File: config.mk
export PLATFORM = sky130hd
export DESIGN_NAME = tli_div
export DESIGN_NICKNAME = d
export VERILOG_FILES = /design/src/hdl/tli_pkg.sv /design/src/hdl/tli_div.sv
export SDC_FILE = /design/constraint.sdc
export NUM_CORES = 1
export LEC_CHECK = 0
export BUFFER_PORTS_ARGS = -buffer_cell sky130_fd_sc_hd__buf_2
export CAP_MARGIN = 15
export CORE_ASPECT_RATIO = 1.25
export CORE_UTILIZATION = 31
export DETAILED_ROUTE_END_ITERATION = 16
export PLACE_DENSITY = 0.47
export SETUP_SLACK_MARGIN = 0.05
export SLEW_MARGIN = 25
export SYNTH_ARGS = -nofsm -noshare
export SYNTH_HDL_FRONTEND = slang
export SYNTH_SLANG_ARGS = --single-unit
File: constraint.sdc
create_clock -name i_clk -period 3.07 [get_ports i_clk]
set_clock_uncertainty 0.1 [all_clocks]
set_input_delay 0 -clock i_clk [delete_from_list [all_inputs] [get_ports i_clk]]
set_output_delay 0 -clock i_clk [all_outputs]
set_load 0.02 [all_outputs]
File: src/hdl/tli_pkg.sv
// Package for the time table interpolator: widths, types, codes.
// Used by the interfaces and every module of the block.
`default_nettype none
package tli_pkg;

    localparam int ENTRIES   = 16;
    localparam int IDX_W     = $clog2(ENTRIES);
    localparam int SIZE_W    = 5;
    localparam int FRAC_BITS = 16;
    localparam int DIFF_W    = 33;
    localparam int PROD_W    = FRAC_BITS + 1 + DIFF_W;
    localparam int DCNT_W    = $clog2(FRAC_BITS + 1);

    typedef logic        [31:0]          t_time;
    typedef logic signed [31:0]          t_value;
    typedef logic        [IDX_W-1:0]     t_idx;
    typedef logic        [SIZE_W-1:0]    t_size;
    typedef logic        [2:0]           t_src;
    typedef logic        [1:0]           t_cfg_idx;
    typedef logic        [FRAC_BITS-1:0] t_weight;
    typedef logic signed [DIFF_W-1:0]    t_diff;
    typedef logic signed [PROD_W-1:0]    t_prod;

    localparam logic OP_WRITE = 1'b0;
    localparam logic OP_QUERY = 1'b1;

    localparam t_src SRC_CONST  = 3'd0;
    localparam t_src SRC_FIRST  = 3'd1;
    localparam t_src SRC_EXACT  = 3'd2;
    localparam t_src SRC_INTERP = 3'd3;
    localparam t_src SRC_LAST   = 3'd4;

    localparam t_cfg_idx CFG_TABLE_SIZE = 2'd0;
    localparam t_cfg_idx CFG_CONST_MODE = 2'd1;
    localparam t_cfg_idx CFG_CONST_VAL  = 2'd2;

    typedef struct packed {
        t_size  table_size;
        logic   const_mode;
        t_value const_value;
    } t_cfg;

    typedef struct packed {
        logic  start;
        t_time num;
        t_time den;
    } t_div_req;

    typedef struct packed {
        logic    done;
        t_weight quot;
    } t_div_rsp;

endpackage
`default_nettype wire

File: src/hdl/tli_div.sv
// Restoring divider, one quotient bit per cycle, FRAC_BITS bits of fraction.
// Needs num < den; depends on tli_pkg.
`default_nettype none
module tli_div import tli_pkg::*; (
    input  wire logic     i_clk,
    input  wire logic     i_rst_n,
    input  wire t_div_req i_req,
    output t_div_rsp      o_rsp
);

    logic [32:0]       r_rem, n_rem;
    t_time             r_den, n_den;
    t_weight           r_quot, n_quot;
    logic [DCNT_W-1:0] r_cnt, n_cnt;
    logic              r_done, n_done;
    logic [32:0]       trial;

    always_comb begin
        n_rem  = r_rem;
        n_den  = r_den;
        n_quot = r_quot;
        n_cnt  = r_cnt;
        n_done = 1'b0;
        trial  = {r_rem[31:0], 1'b0};
        if (i_req.start) begin
            n_rem = {1'b0, i_req.num};
            n_den = i_req.den;
            n_cnt = DCNT_W'(FRAC_BITS);
        end else if (r_cnt != '0) begin
            if (trial >= {1'b0, r_den}) begin
                n_rem  = trial - {1'b0, r_den};
                n_quot = {r_quot[FRAC_BITS-2:0], 1'b1};
            end else begin
                n_rem  = trial;
                n_quot = {r_quot[FRAC_BITS-2:0], 1'b0};
            end
            n_cnt  = r_cnt - 1'b1;
            n_done = (r_cnt == DCNT_W'(1));
        end
    end

    always_ff @(posedge i_clk) begin
        if (!i_rst_n) begin
            r_cnt  <= '0;
            r_done <= 1'b0;
        end else begin
            r_cnt  <= n_cnt;
            r_done <= n_done;
        end
        r_rem  <= n_rem;
        r_den  <= n_den;
        r_quot <= n_quot;
    end

    assign o_rsp.done = r_done;
    assign o_rsp.quot = r_quot;

endmodule
`default_nettype wire

Word-level counts from Yosys, hierarchy flattened
Index checks and enable logic that the tools add are counted.
Word-level totals
  bits in registers: 86
  bits of input ports: 67
  logic and storage cells: 24
Cells by class
  add/sub/neg operators: 2
  magnitude comparators: 1
  eq/ne operators: 1
  mux-type cells: 6
  bitwise logic cells: 3
  reductions and logical operators: 5
Operators by type and width (number)
  32-bit two-way mux: 3
  33-bit by 32-bit greater-or-equal comparator with 1-bit output: 1
  32-bit subtractor: 1
  5-bit two-way mux: 2
  5-bit by 1-bit == test with 1-bit output (second input constant): 1
  5-bit nonzero test: 1
  5-bit by 1-bit subtractor with 5-bit output (second input constant): 1
  1-bit NOT: 3
  3-bit OR reduction: 1
  2-bit AND reduction: 1
  2-bit nonzero test: 1
  2-bit OR reduction: 1
  1-bit two-way mux: 1

Depth between registers and ports, before layout
Gate-level depths: netlist of run 1.
  word-level depth: 4
  mapped depth: 13
  mapped depth without buffers: 11

Worst setup path after synthesis of run 1
Ideal clock, no wire load.
  path type: flip-flop to flip-flop
  start point: register r_rem[15]
  end point: register r_rem[10], data pin
  library setup time: 0.270 ns
  data arrival time: 2.422 ns
  data required time: 2.700 ns
  path slack: 0.278 ns
  cell stages (with the launch flop): 13
  path buffers: 2
  clock period less this slack: 2.792 ns
  path through: edfxtp_1 ha_1 buf_6 a21oi_1 o21ai_1 or3_4 nor3_4 nor2_4 a21oi_4 inv_6 buf_6 mux2i_1 a21oi_1
Between the ends
  cells in the longest elaborated chain, start to end: 4
RTL lines
  from (decl): RTL line tli_div.sv:11  | logic [32:0] r_rem, n_rem;
  from (signal assigned): RTL line tli_div.sv:50  | r_rem <= n_rem;
  33-bit by 32-bit greater-or-equal comparator with 1-bit output: RTL line tli_div.sv:30  | if (trial >= {1'b0, r_den}) begin
  32-bit two-way mux: RTL line tli_div.sv:30
  32-bit two-way mux: RTL line tli_div.sv:29  | end else if (r_cnt != '0) begin
  32-bit two-way mux: RTL line tli_div.sv:25  | if (i_req.start) begin
  via n_rem[10]: RTL line tli_div.sv:11
The timed path passes the listed nets, and every way through them passes these cells. The select of a mux whose other input is x is not followed.
A chain may end at the register's enable or synchronous reset.

Worst setup path in the final report of run 1
  start point: register r_rem[10]
  end point: register r_rem[15], data pin
Between the ends
  cells in the longest elaborated chain, start to end: 4
  elaborated cells between the ends (all ways): 5
  those cells by class: add/sub: 1; order compare: 1; mux: 3
RTL lines (RTL line)
  32-bit subtractor / 33-bit by 32-bit greater-or-equal comparator with 1-bit output (equally long branches): tli_div.sv:31, tli_div.sv:30
  32-bit two-way mux (*): tli_div.sv:30
  32-bit two-way mux (*): tli_div.sv:29
  32-bit two-way mux (*): tli_div.sv:25
  via n_rem[15]: tli_div.sv:11
The timed path passes the listed nets; every way through them passes the cells marked *. The select of a mux whose other input is x is not followed.

==> results.tsv, run 1 <==
stage	metric	value	unit
detailed_routing	drt_first_iter_violations	166	
logic_synthesis	synthDistinctLibCells	59	
cts	path_clk_slew	0.07	ns
sta	hold_viol_final	0	
final_layout	drive_above_1_share	0.3113	
logic_synthesis	synth-seq-cells	86	
detailed_routing	wirelength	13760	microns
grt	number_of_antenna_violations_at_the_first_check_in_global_routing	0	
logic_synthesis	synthesis.instances	500	
critical_path	critical_path_peak_fanout	7	
worst_hold_path	hp-start	i_req[10]	
floorplanning	start_util	0.3200	
grt	gr-total-overflow	0	
logic_synthesis	postSynthAreaPerCell	10.45	sq um
grt	pin_count_of_the_biggest_net_entering_global_routing	52	
logic_synthesis	synth_fp_nets	603	
sta	maxSlewHeadroom	0.6347	
final_layout	final-instance-count-excl-fill	913	
worst_hold_path	worstHoldPathType	primary input to flop	
floorplanning	die_x	118.1	microns
sta	tns	0	ns
logic_synthesis	synthAdderAreaFrac	0.08764	
logic_synthesis	syn-cell-area	0.005225	sq mm
floorplanning	core_area	0.01633	sq mm
sta	pin_slew_with_the_least_headroom_to_its_limit	0.5480	ns
detailed_routing	num_vias	4325	
grt	first_global_vias	4500	
critical_path	worstSetupPathType	flop to flop	
floorplanning	dieHeight	147.2	microns
detailed_routing	first_pass_iters	4	
critical_path	r2r_slack	0.12	ns
critical_path	crit_path_max_incr_delay	0.44	ns
power_and_ir_drop	power.leakage	3.125	nW
logic_synthesis	postSynth.asyncResetShare	0	
cts	htree_levels	3	
power_and_ir_drop	cellPowerDensity	951.4	mW/mm^2
grt	grt_pass1_wl	21830	microns
final_layout	fin_nets	795	
sta	fin_crit_sh	0.9600	
critical_path	reg2regPathDepth	11	
critical_path	startpoint_type	flop	
final_layout	flow.area_growth_from_synthesis	45.74	%
cts	cts-root-to-sink-buffers	2	
detailed_routing	route.antenna.remaining_nets	0	
placed_design	gpl.final_weighted_congestion	0.8184	
critical_path	crit-reg2reg-capture	r_rem[15]	
placed_design	numPlacedInstances	825	
sta	rsz0062_at_grt	true	
cts	cts_root_buffer	clkbuf_16	
sta	hold-worst-slack	0.2554	ns
cts	tritoncts.num_buffers	9	
worst_hold_path	hold_end	r_den[10]	
critical_path	worst-endpoint-arrival	2.92	ns
placed_design	port_buffers	83	
logic_synthesis	ys.warnings.count	0	
power_and_ir_drop	finalPower	7.245	mW
logic_synthesis	synth_top_family_by_area	compound AO/OA/AOI/OAI gates	
critical_path	worst_r2r_startpoint	r_rem[10]	
logic_synthesis	synth_mux_area_frac	0.03855	
critical_path	crit_path_top_delay_cell	edfxtp_1	
critical_path	required	3.04	ns
sta	fmaxAchievable	339.3	MHz
run	drv.max_cap_violation_count	0	
detailed_routing	vias_per_cell	4.737	
sta	number_of_endpoints_failing_setup_at_the_final_stage	0	
floorplanning	rows	52	
final_layout	antenna_cells_inserted	0	
grt	globalRouteTotalUtil	0.1602	
power_and_ir_drop	ir_worst_vdd	0.2979	mV
logic_synthesis	synth.yosys.seq_area_share	0.4828	
logic_synthesis	synth_xor_area_frac	0.04861	
sta	finalWorstPathRequiredPeriod	2.947	ns
worst_hold_path	whs_path_depth	2	
sta	slew_violations	0	
floorplanning	io_pins	84	
detailed_routing	remaining_drc_errors	0	
floorplanning	dieArea	0.01738	sq mm
logic_synthesis	dominantRegCellSynth	edfxtp_1	
placed_design	dp.final_hpwl	9602	microns
logic_synthesis	simple_logic_cell_fraction_of_the_synthesized_area	0.1236	
detailed_routing	route.detailed.wl_per_inst	15.07	microns
cts	numClockSinks	86	
final_layout	finish.utilization	0.4663	
logic_synthesis	synth-edff-count	80	
logic_synthesis	synth-compound-area-share	0.1662	
run_status	run_status	finished, final reports clean	
critical_path	setup.worst_path.end_class	flop	
cts	insertion_delay	0.35	ns
cts	tritoncts	built	
critical_path	crit_path_cell_trace	ha_4, nand4_1, nor4_4, and4_4, a2111oi_4, o21ai_2, a21oi_4, clkinv_4, buf_12, mux2i_1, o21ai_0	
logic make-up after synthesis:
group | after synthesis
AND/OR/NAND/NOR | 133
buffers and inverters | 60
XOR/XNOR | 29
AO/OA/AOI/OAI | 136
flip-flops | 86
multiplexers | 20
adder cells (fa/ha/maj) | 36
synthesized netlist by cell type (8+ instances only):
master | n | area share
a21oi_1 | 54 | 0.052
clkbuf_1 | 8 | 0.0057
edfxtp_1 | 80 | 0.46
ha_1 | 35 | 0.084
inv_1 | 41 | 0.029
mux2i_1 | 19 | 0.036
nand2_1 | 42 | 0.030
nand4_1 | 9 | 0.011
nor2_1 | 44 | 0.032
o21ai_0 | 21 | 0.020
xnor2_1 | 18 | 0.030
xor2_1 | 11 | 0.018
repair_timing:
action,CTS,global route
endpoints found under the setup margin,6,30
pin swaps,0,20
hold endpoints to repair,80,0
cloned,0,2
hold buffers,66,0
gates resized for setup,3,73
setup buffers,0,5
sequential cells by signal, summed over array words and instances, names as in the netlist:
signal	flops
r_cnt	5
r_den	32
r_done	1
r_quot	16
r_rem	32
through the flow:
step	instance area, sq um	setup slack (ns)
floorplan	5225	0.2778
CTS	7119	0.02907
finish	7615	0.1228
global route	7615	0.0008471
global placement	6178	0.04432
detailed placement	6178	0.03302
per-layer routing:
| layer | up-vias | wire length [microns] | track usage |
|---|---|---|---|
| met4 | 0 | 153 | 0.04744 |
| met1 | 2028 | 6245 | 0.2010 |
| met3 | 8 | 430 | 0.03106 |
| met2 | 74 | 6925 | 0.2774 |
| li1 | 2215 | - | - |
| met5 | - | 0 | 0 |
where the power goes:
group | switching [mW] | internal, mW | leakage, nW
combinational | 2.15 | 2.14 | 2.15
clock | 0.474 | 0.555 | 0.138
sequential | 0.223 | 1.70 | 0.837
how the worst max path moves through the flow:
stage	from	to	cells after the start
finish	r_rem[10]	r_rem[15]	11
global route	r_rem[13]	r_rem[31]	10
CTS	r_rem[10]	r_rem[24]	11
detailed placement	r_rem[10]	r_rem[24]	11
global placement	r_rem[13]	r_rem[23]	10
floorplan	r_rem[15]	r_rem[10]	12
cell usage in the layout (no fill, tap or decap), types with 4 or more instances in the layout:
cell type	instances
nand4_1	9
buf_2	83
ha_1	9
o21bai_1	4
nand2_1	40
o21ai_2	4
clkbuf_16	11
a2bb2oi_1	4
dfxtp_1	6
buf_4	42
dlygate4sd3_1	66
nor3_1	7
ha_4	21
inv_2	4
nor2_1	44
a31oi_1	6
mux2i_1	18
a21oi_2	9
nand3_1	5
xor2_1	11
edfxtp_1	80
o21ai_0	17
xnor2_1	18
o21ai_1	7
a21o_1	6
buf_12	4
inv_1	37
a21oi_1	46
nand2b_1	5
ha_2	5
o21a_1	5
final cells by class:
cell class | instances | area [sq um]
Clock inverter | 6 | 42.54
Tap cell | 216 | 270.3
Multi-Input combinational cell | 354 | 2844
Clock buffer | 10 | 229.0
Sequential cell | 86 | 2522
Fill cell | 1551 | 8716
Inverter | 42 | 162.7
Timing Repair Buffer | 199 | 1544
worst max-delay path: cells and delay by family, from the launching register on:
kind / cells / cell delay [ns]
AO/OA/AOI/OAI: 4 / 0.85
AND/OR/NAND/NOR: 3 / 0.48
buffers and inverters: 2 / 0.35
flip-flops: 1 / 0.44
multiplexers: 1 / 0.14
adder cells (fa/ha/maj): 1 / 0.30
Power figures use the tool's default switching activity.
==> run 2, diff against run 1 <==
ABC_AREA = 1   (was not set)
CTS_CLUSTER_SIZE = 30   (was not set)
PLACE_DENSITY = 0.46   (was 0.47)
==> run 2 against run 1 <==
  * Sequential cell count unchanged
  * Global-route usage increased by 1.3 points
  * Synthesized cell count increased by 75%
  * Register-to-register slack improved by 0.38 ns
  * Critical path depth increased by 1
==> results.tsv, run 2 <==
stage	metric	value	unit	change
run_status	run_status	finished, final reports clean		unchanged
detailed_routing	remaining_drc_errors	0		unchanged
placed_design	preCtsSetupSlack	0.4705	ns	was 0.03302 ns
final_layout	fin_nets	1125		was 795
critical_path	crit_path_cell_trace	ha_1, nand2_1, nor2_2, nand2_1, nor2_2, nand2_1, nand2_2, nor2_8, nand2_8, nand2_1, nand3_1, nand2_1		was ha_4, nand4_1, nor4_4, and4_4, a2111oi_4, o21ai_2, a21oi_4, clkinv_4, buf_12, mux2i_1, o21ai_0
critical_path	crit_path_top_delay_cell	edfxtp_1		unchanged
logic_synthesis	synth_fp_nets	976		was 603
detailed_routing	route.detailed.wl_per_inst	13.17	microns	was 15.07 microns
grt	gr-total-overflow	0		unchanged
floorplanning	dieHeight	161.8	microns	was 147.2 microns
critical_path	required	3.08	ns	was 3.04 ns
logic_synthesis	syn-cell-area	0.006335	sq mm	was 0.005225 sq mm
power_and_ir_drop	ir_worst_vdd	0.3064	mV	was 0.2979 mV
sta	hold-worst-slack	0.1965	ns	was 0.2554 ns
cts	insertion_delay	0.36	ns	was 0.35 ns
critical_path	crit_path_max_incr_delay	0.40	ns	was 0.44 ns
detailed_routing	vias_per_cell	4.337		was 4.737
floorplanning	die_x	129.9	microns	was 118.1 microns
logic_synthesis	synth-seq-cells	86		unchanged
power_and_ir_drop	power.internal	3.667	mW	was 4.394 mW
power_and_ir_drop	cellPowerDensity	839.6	mW/mm^2	was 951.4 mW/mm^2
final_layout	layout.cells.most_common_list	336 x nand2_1, 165 x inv_1, 83 x buf_2		was 83 x buf_2, 80 x edfxtp_1, 66 x dlygate4sd3_1
final_layout	layout.cells.most_common	nand2_1		was buf_2
logic_synthesis	cell_taking_the_most_area_after_synthesis	edfxtp_1		unchanged
final_layout	reg.largest.list	r_den (32), r_rem (32), r_quot (16)		unchanged
power_and_ir_drop	finalPower	6.711	mW	was 7.245 mW
placed_design	port_buffers	83		unchanged
logic_synthesis	dominantRegCellSynth	edfxtp_1		unchanged
floorplanning	io_pins	84		unchanged
sta	maxSlewHeadroom	0.5132		was 0.6347
critical_path	worst-endpoint-arrival	2.57	ns	was 2.92 ns
power_and_ir_drop	combinationalPowerShare	0.560		was 0.592
floorplanning	dieArea	0.02101	sq mm	was 0.01738 sq mm
placed_design	dp.final_hpwl	13020	microns	was 9602 microns
cts	numClockSinks	86		unchanged
cts	path_clk_slew	0.07	ns	about the same
grt	number_of_antenna_violations_at_the_first_check_in_global_routing	0		unchanged
sta	pin_slew_with_the_least_headroom_to_its_limit	0.7302	ns	was 0.5480 ns
sta	fmaxAchievable	390.0	MHz	was 339.3 MHz
detailed_routing	num_vias	5625		was 4325
cts	tritoncts.num_buffers	9		unchanged
final_layout	multi_input_comb_area	0.003038	sq mm	was 0.002844 sq mm
logic_synthesis	synth_common_cells	336 x nand2_1, 165 x inv_1, 80 x edfxtp_1		was 80 x edfxtp_1, 54 x a21oi_1, 44 x nor2_1
grt	first_global_vias	5731		was 4500
floorplanning	core_area	0.02010	sq mm	was 0.01633 sq mm
sta	fin_crit_sh	0.8352		was 0.9600
logic_synthesis	synth.yosys.seq_area_share	0.3982		was 0.4828
grt	globalRouteTotalUtil	0.1734		was 0.1602
cts	cts-root-to-sink-buffers	2		unchanged
power_and_ir_drop	power.leakage	4.141	nW	was 3.125 nW
detailed_routing	drt_first_iter_violations	257		was 166
sta	finalWorstPathRequiredPeriod	2.564	ns	was 2.947 ns
final_layout	drive_above_1_share	0.1344		was 0.3113
logic_synthesis	synthDominantCellAreaShare	0.3792		was 0.4598
critical_path	setup.worst_path.end_class	flop		unchanged
floorplanning	start_util	0.3151		was 0.3200
cts	cts_root_buffer	clkbuf_16		unchanged
logic_synthesis	synthesis.instances	873		was 500
run	drv.max_cap_violation_count	0		unchanged
critical_path	critical_path_peak_fanout	33		was 7
power_and_ir_drop	power.share.sequential	0.268		was 0.266
sta	hold_viol_final	0		unchanged
cts	tritoncts	built		unchanged
power_and_ir_drop	power.switching	3.043	mW	was 2.850 mW
power_and_ir_drop	clock_power_share	0.171		was 0.142
sta	slew_violations	0		unchanged
power_and_ir_drop	switching_share	0.4535		was 0.3935
grt	grt_pass1_wl	27740	microns	was 21830 microns
logic_synthesis	postSynthAreaPerCell	7.256	sq um	was 10.45 sq um
sta	number_of_endpoints_failing_setup_at_the_final_stage	0		unchanged
logic_synthesis	synthAdderAreaFrac	0.07229		was 0.08764
detailed_routing	wirelength	17080	microns	was 13760 microns
critical_path	worst_path_most_repeated_cell	nand2_1		
sta	tns	0	ns	unchanged
cts	htree_levels	3		unchanged
logic_synthesis	synth_xor_area_frac	0.02212		was 0.04861
logic_synthesis	synthDistinctLibCells	36		was 59
logic_synthesis	synth_mux_area_frac	0		was 0.03855
logic_synthesis	yosysMostFrequentCell	nand2_1		was edfxtp_1
sta	final_critical_path_setup_slack	0.5060	ns	was 0.1228 ns
placed_design	dpl_cell_area	0.007032	sq mm	was 0.006178 sq mm
final_layout	fillers	2198		was 1551
placed_design	gpl.final_weighted_congestion	0.8518		was 0.8184
final_layout	flow.area_growth_from_synthesis	26.17	%	was 45.74%
worst_hold_path	worstHoldPathType	primary input to flop		unchanged
logic_synthesis	synth_top_family_by_area	simple AND/OR/NAND/NOR gates		was compound AO/OA/AOI/OAI gates
logic_synthesis	post_synth_main_area_contributors	edfxtp_1 38%, nand2_1 20%, inv_1 9.8%, ha_1 6.9%, nand3_1 5.1%		was edfxtp_1 46%, ha_1 8.4%, a21oi_1 5.2%, mux2i_1 3.6%, nor2_1 3.2%
detailed_routing	route.antenna.remaining_nets	0		unchanged
floorplanning	rows	58		was 52
sta	rsz0062_at_grt	false		was true
logic_synthesis	ys.warnings.count	0		unchanged
logic_synthesis	postSynth.asyncResetShare	0		unchanged
final_layout	stdcell_area	0.007993	sq mm	was 0.007615 sq mm
critical_path	startpoint_type	flop		unchanged
logic_synthesis	synth-compound-area-share	0.02528		was 0.1662
critical_path	worstSetupPathType	flop to flop		unchanged
final_layout	register_area	0.002522	sq mm	unchanged
logic_synthesis	synth-edff-count	80		unchanged
final_layout	antenna_cells_inserted	0		unchanged
logic_synthesis	simple_logic_cell_fraction_of_the_synthesized_area	0.3599		was 0.1236
detailed_routing	first_pass_iters	4		unchanged
grt	pin_count_of_the_biggest_net_entering_global_routing	66		was 52
-- run 2: final cells by class --
cell class	count	share of cell area
inverter	174	0.08172
tap	270	0.04227
timing repair buffer	155	0.1415
multi-input combinational	596	0.3801
sequential	86	0.3156
clock buffer	11	0.03303
clock inverter	5	0.005792
-- run 2: cells by family (layout without fill, tap and decap cells) --
group	count (synthesis)	in the layout
AND/OR/NAND/NOR	516	516
buffers and inverters	191	345
flip-flops	86	86
adder cells (fa/ha/maj)	36	36
AO/OA/AOI/OAI	28	28
XOR/XNOR	16	16
-- run 2: path summary, 6_finish.rpt --
path / from / endpoint / slack, ns / depth (start not counted)
worst max-delay path: r_rem[19] / r_rem[14] / 0.51 / 12
worst min-delay path: i_req[64] / r_rem[1] / 0.20 / 4
worst max register to register: r_rem[19] / r_rem[14] / 0.51 / 12
worst min register to register: r_quot[13] / r_quot[14] / 0.34 / 0
-- run 2: worst max-delay path: cells and delay by family (launching register included) --
kind / cells / cell delay (ns)
AND/OR/NAND/NOR: 11 / 1.41
flip-flops: 1 / 0.40
adder cells (fa/ha/maj): 1 / 0.39
-- run 2: routing by layer --
layer / wire, microns / global-route usage
met1: 7727 / 0.2077
met5: 0 / 0
met2: 8642 / 0.3158
met3: 503 / 0.02306
met4: 204 / 0.05497
-- run 2: power by group through the flow --
stage	logic, mW	registers, mW	clock network [mW]
final	3.76	1.80	1.15
after global routing	4.32	1.84	1.23
after CTS	3.81	1.80	1.20
after detailed placement	3.72	1.82	0
after global placement	3.73	1.82	0
after floorplan	2.83	1.82	0
-- run 2: what timing repair did --
item                                   4_1_cts  5_1_grt
hold buffers                                65        0
resized for setup                            0        0
setup buffers                                0        0
endpoints found under the hold margin       70        0
-- run 2: stage by stage --
step	instances	utilization
finish	1297	0.3976
global route	1297	0.3976
CTS	1297	0.3976
detailed placement	1216	0.3498
global placement	1216	0.3498
floorplan	873	-
==> run 3, diff against run 2 <==
ABC_AREA = 0   (was 1)
PLACE_DENSITY = 0.47   (was 0.46)
clock period = 2.43 ns   (was 3.07 ns; I/O delays follow)
==> run 3 against run 2 <==
  * Die area decreased by 17%
  * The run now ends with negative setup slack left
  * Non-clock buffer count is 127 higher
  * Fmax decreased by 13%
  * Via count is 16% lower
==> results.tsv, run 3 (same netlist as run 1, synthesis figures left out) <==
stage	metric	value	unit	change
detailed_routing	route.detailed.wl_per_inst	14.62	microns	was 13.17 microns
sta	fin_crit_sh	1.209		was 0.8352
detailed_routing	vias_per_cell	4.731		was 4.337
sta	hold_viol_final	0		unchanged
power_and_ir_drop	power.leakage	3.594	nW	was 4.141 nW
placed_design	port_buffers	83		unchanged
power_and_ir_drop	cellPowerDensity	1245	mW/mm^2	was 839.6 mW/mm^2
sta	pin_slew_with_the_least_headroom_to_its_limit	0.4976	ns	was 0.7302 ns
cts	path_clk_slew	0.07	ns	about the same
final_layout	drive_above_1_share	0.3836		was 0.1344
power_and_ir_drop	clock_power_share	0.150		was 0.171
cts	tritoncts.num_buffers	9		unchanged
detailed_routing	num_vias	4722		was 5625
final_layout	layout.cells.most_common	buf_4		was nand2_1
critical_path	worst-endpoint-arrival	2.94	ns	was 2.57 ns
grt	globalRouteTotalUtil	0.1660		was 0.1734
critical_path	required	2.44	ns	was 3.08 ns
critical_path	setup.worst_path.end_class	flop		unchanged
grt	grt_pass1_wl	22690	microns	was 27740 microns
final_layout	fin_nets	880		was 1125
final_layout	antenna_cells_inserted	0		unchanged
run_status	run_status	complete, but fails checks		was finished, final reports clean
final_layout	layout.cells.most_common_list	123 x buf_4, 83 x buf_2, 80 x edfxtp_1		was 336 x nand2_1, 165 x inv_1, 83 x buf_2
detailed_routing	route.antenna.remaining_nets	0		unchanged
worst_hold_path	worstHoldPathType	primary input to flop		unchanged
floorplanning	dieArea	0.01738	sq mm	was 0.02101 sq mm
detailed_routing	first_pass_iters	4		unchanged
floorplanning	rows	52		was 58
run	drv.max_cap_violation_count	0		unchanged
power_and_ir_drop	power.internal	6.444	mW	was 3.667 mW
sta	final_critical_path_setup_slack	-0.5077	ns	was 0.5060 ns
grt	number_of_antenna_violations_at_the_first_check_in_global_routing	0		unchanged
power_and_ir_drop	power.share.sequential	0.233		was 0.268
power_and_ir_drop	ir_worst_vdd	0.4692	mV	was 0.3064 mV
cts	insertion_delay	0.35	ns	was 0.36 ns
detailed_routing	drt_first_iter_violations	229		was 257
power_and_ir_drop	combinationalPowerShare	0.617		was 0.560
run_status	violations	negative setup slack		
critical_path	crit_path_cell_trace	ha_4, nand4_1, nor4_4, and4_1, a2111oi_2, o21ai_2, a21oi_4, buf_6, buf_6, and3_1, a221o_1		was ha_1, nand2_1, nor2_2, nand2_1, nor2_2, nand2_1, nand2_2, nor2_8, nand2_8, nand2_1, nand3_1, nand2_1
critical_path	worst_path_most_repeated_cell	buf_6		was nand2_1
power_and_ir_drop	switching_share	0.3783		was 0.4535
final_layout	flow.area_growth_from_synthesis	59.27	%	was 26.17%
critical_path	crit_family	simple AND/OR/NAND/NOR gates		unchanged
detailed_routing	wirelength	14590	microns	was 17080 microns
detailed_routing	remaining_drc_errors	0		unchanged
cts	numClockSinks	86		unchanged
critical_path	crit_path_top_delay_cell	edfxtp_1		unchanged
cts	tritoncts	built		unchanged
sta	finalWorstPathRequiredPeriod	2.938	ns	was 2.564 ns
sta	fmaxAchievable	340.4	MHz	was 390.0 MHz
placed_design	gpl.final_weighted_congestion	0.8759		was 0.8518
cts	cts_root_buffer	clkbuf_16		unchanged
placed_design	dp.final_hpwl	10200	microns	was 13020 microns
final_layout	fillers	1504		was 2198
cts	htree_levels	3		unchanged
placed_design	dpl_cell_area	0.006694	sq mm	was 0.007032 sq mm
grt	first_global_vias	4775		was 5731
sta	maxSlewHeadroom	0.6682		was 0.5132
floorplanning	die_x	118.1	microns	was 129.9 microns
power_and_ir_drop	power.switching	3.921	mW	was 3.043 mW
final_layout	reg.largest.list	r_den (32), r_rem (32), r_quot (16)		unchanged
sta	slew_violations	0		unchanged
critical_path	critical_path_peak_fanout	5		was 33
sta	rsz0062_at_grt	true		was false
critical_path	buffering_stage_count_on_the_worst_path_with_inverters_included	2		was 0
critical_path	startpoint_type	flop		unchanged
grt	gr-total-overflow	0		unchanged
cts	cts-root-to-sink-buffers	2		unchanged
sta	hold-worst-slack	0.1417	ns	was 0.1965 ns
critical_path	crit_path_max_incr_delay	0.46	ns	was 0.40 ns
floorplanning	start_util	0.3200		was 0.3151
floorplanning	dieHeight	147.2	microns	was 161.8 microns
grt	pin_count_of_the_biggest_net_entering_global_routing	33		was 66
floorplanning	core_area	0.01633	sq mm	was 0.02010 sq mm
final_layout	stdcell_area	0.008322	sq mm	was 0.007993 sq mm
sta	number_of_endpoints_failing_setup_at_the_final_stage	33		was 0
critical_path	worstSetupPathType	flop to flop		unchanged
floorplanning	io_pins	84		unchanged
run 3: final cells by class:
type                            count  area (sq um)  share of cell area
Sequential cell                    86          2522              0.3031
Inverter                           42         170.2             0.02045
Timing Repair inverter              2         25.02            0.003007
Tap cell                          216         270.3             0.03248
Clock buffer                        9         225.2             0.02706
Clock inverter                      7         105.1             0.01263
Multi-Input combinational cell    354          2865              0.3443
Timing Repair Buffer              282          2138              0.2570
run 3: per-layer routing:
metal / routed length [microns] / track usage
met5: 0 / 0
met1: 6401 / 0.1956
met3: 441 / 0.02523
met4: 269 / 0.06154
met2: 7481 / 0.3024
run 3: final timing paths:
kind / from / end / slack (ns) / cells after the start
worst min-delay path: i_req[64] / r_den[1] / 0.14 / 2
worst max register to register: r_rem[7] / r_rem[23] / -0.51 / 11
worst max-delay path: r_rem[7] / r_rem[23] / -0.51 / 11
worst min register to register: r_quot[0] / r_quot[1] / 0.34 / 0
run 3: power by group through the flow:
| stage | Sequential (mW) | Clock, mW | Combinational [mW] |
|---|---|---|---|
| after floorplan | 2.38 | 0 | 3.20 |
| after global placement | 2.38 | 0 | 5.22 |
| after detailed placement | 2.38 | 0 | 5.26 |
| after CTS | 2.38 | 1.60 | 5.72 |
| after global routing | 2.46 | 1.65 | 6.98 |
| final | 2.42 | 1.55 | 6.40 |
run 3: repair_timing:
item / 4_1_cts / 5_1_grt
pin swaps: 16 / 27
endpoints found under the setup margin: 33 / 33
endpoints found under the hold margin: 70 / 0
cloned: 0 / 2
buffers inserted: 7 / 15
hold buffers: 65 / 0
resized for setup: 26 / 51
run 3: per-stage QoR:
| step | total power, mW | setup TNS, ns | instances | setup slack [ns] | util |
|---|---|---|---|---|---|
| finish | 10.36 | -12.91 | 998 | -0.5077 | 0.5096 |
| global route | 11.10 | -16.30 | 998 | -0.6003 | 0.5096 |
| CTS | 9.712 | -15.38 | 982 | -0.5218 | 0.4844 |
| detailed placement | 7.646 | -20.94 | 894 | -0.7239 | 0.4099 |
| global placement | 7.600 | -18.67 | 894 | -0.6365 | 0.4099 |
| floorplan | 5.585 | -7.798 | 500 | -0.3236 | - |
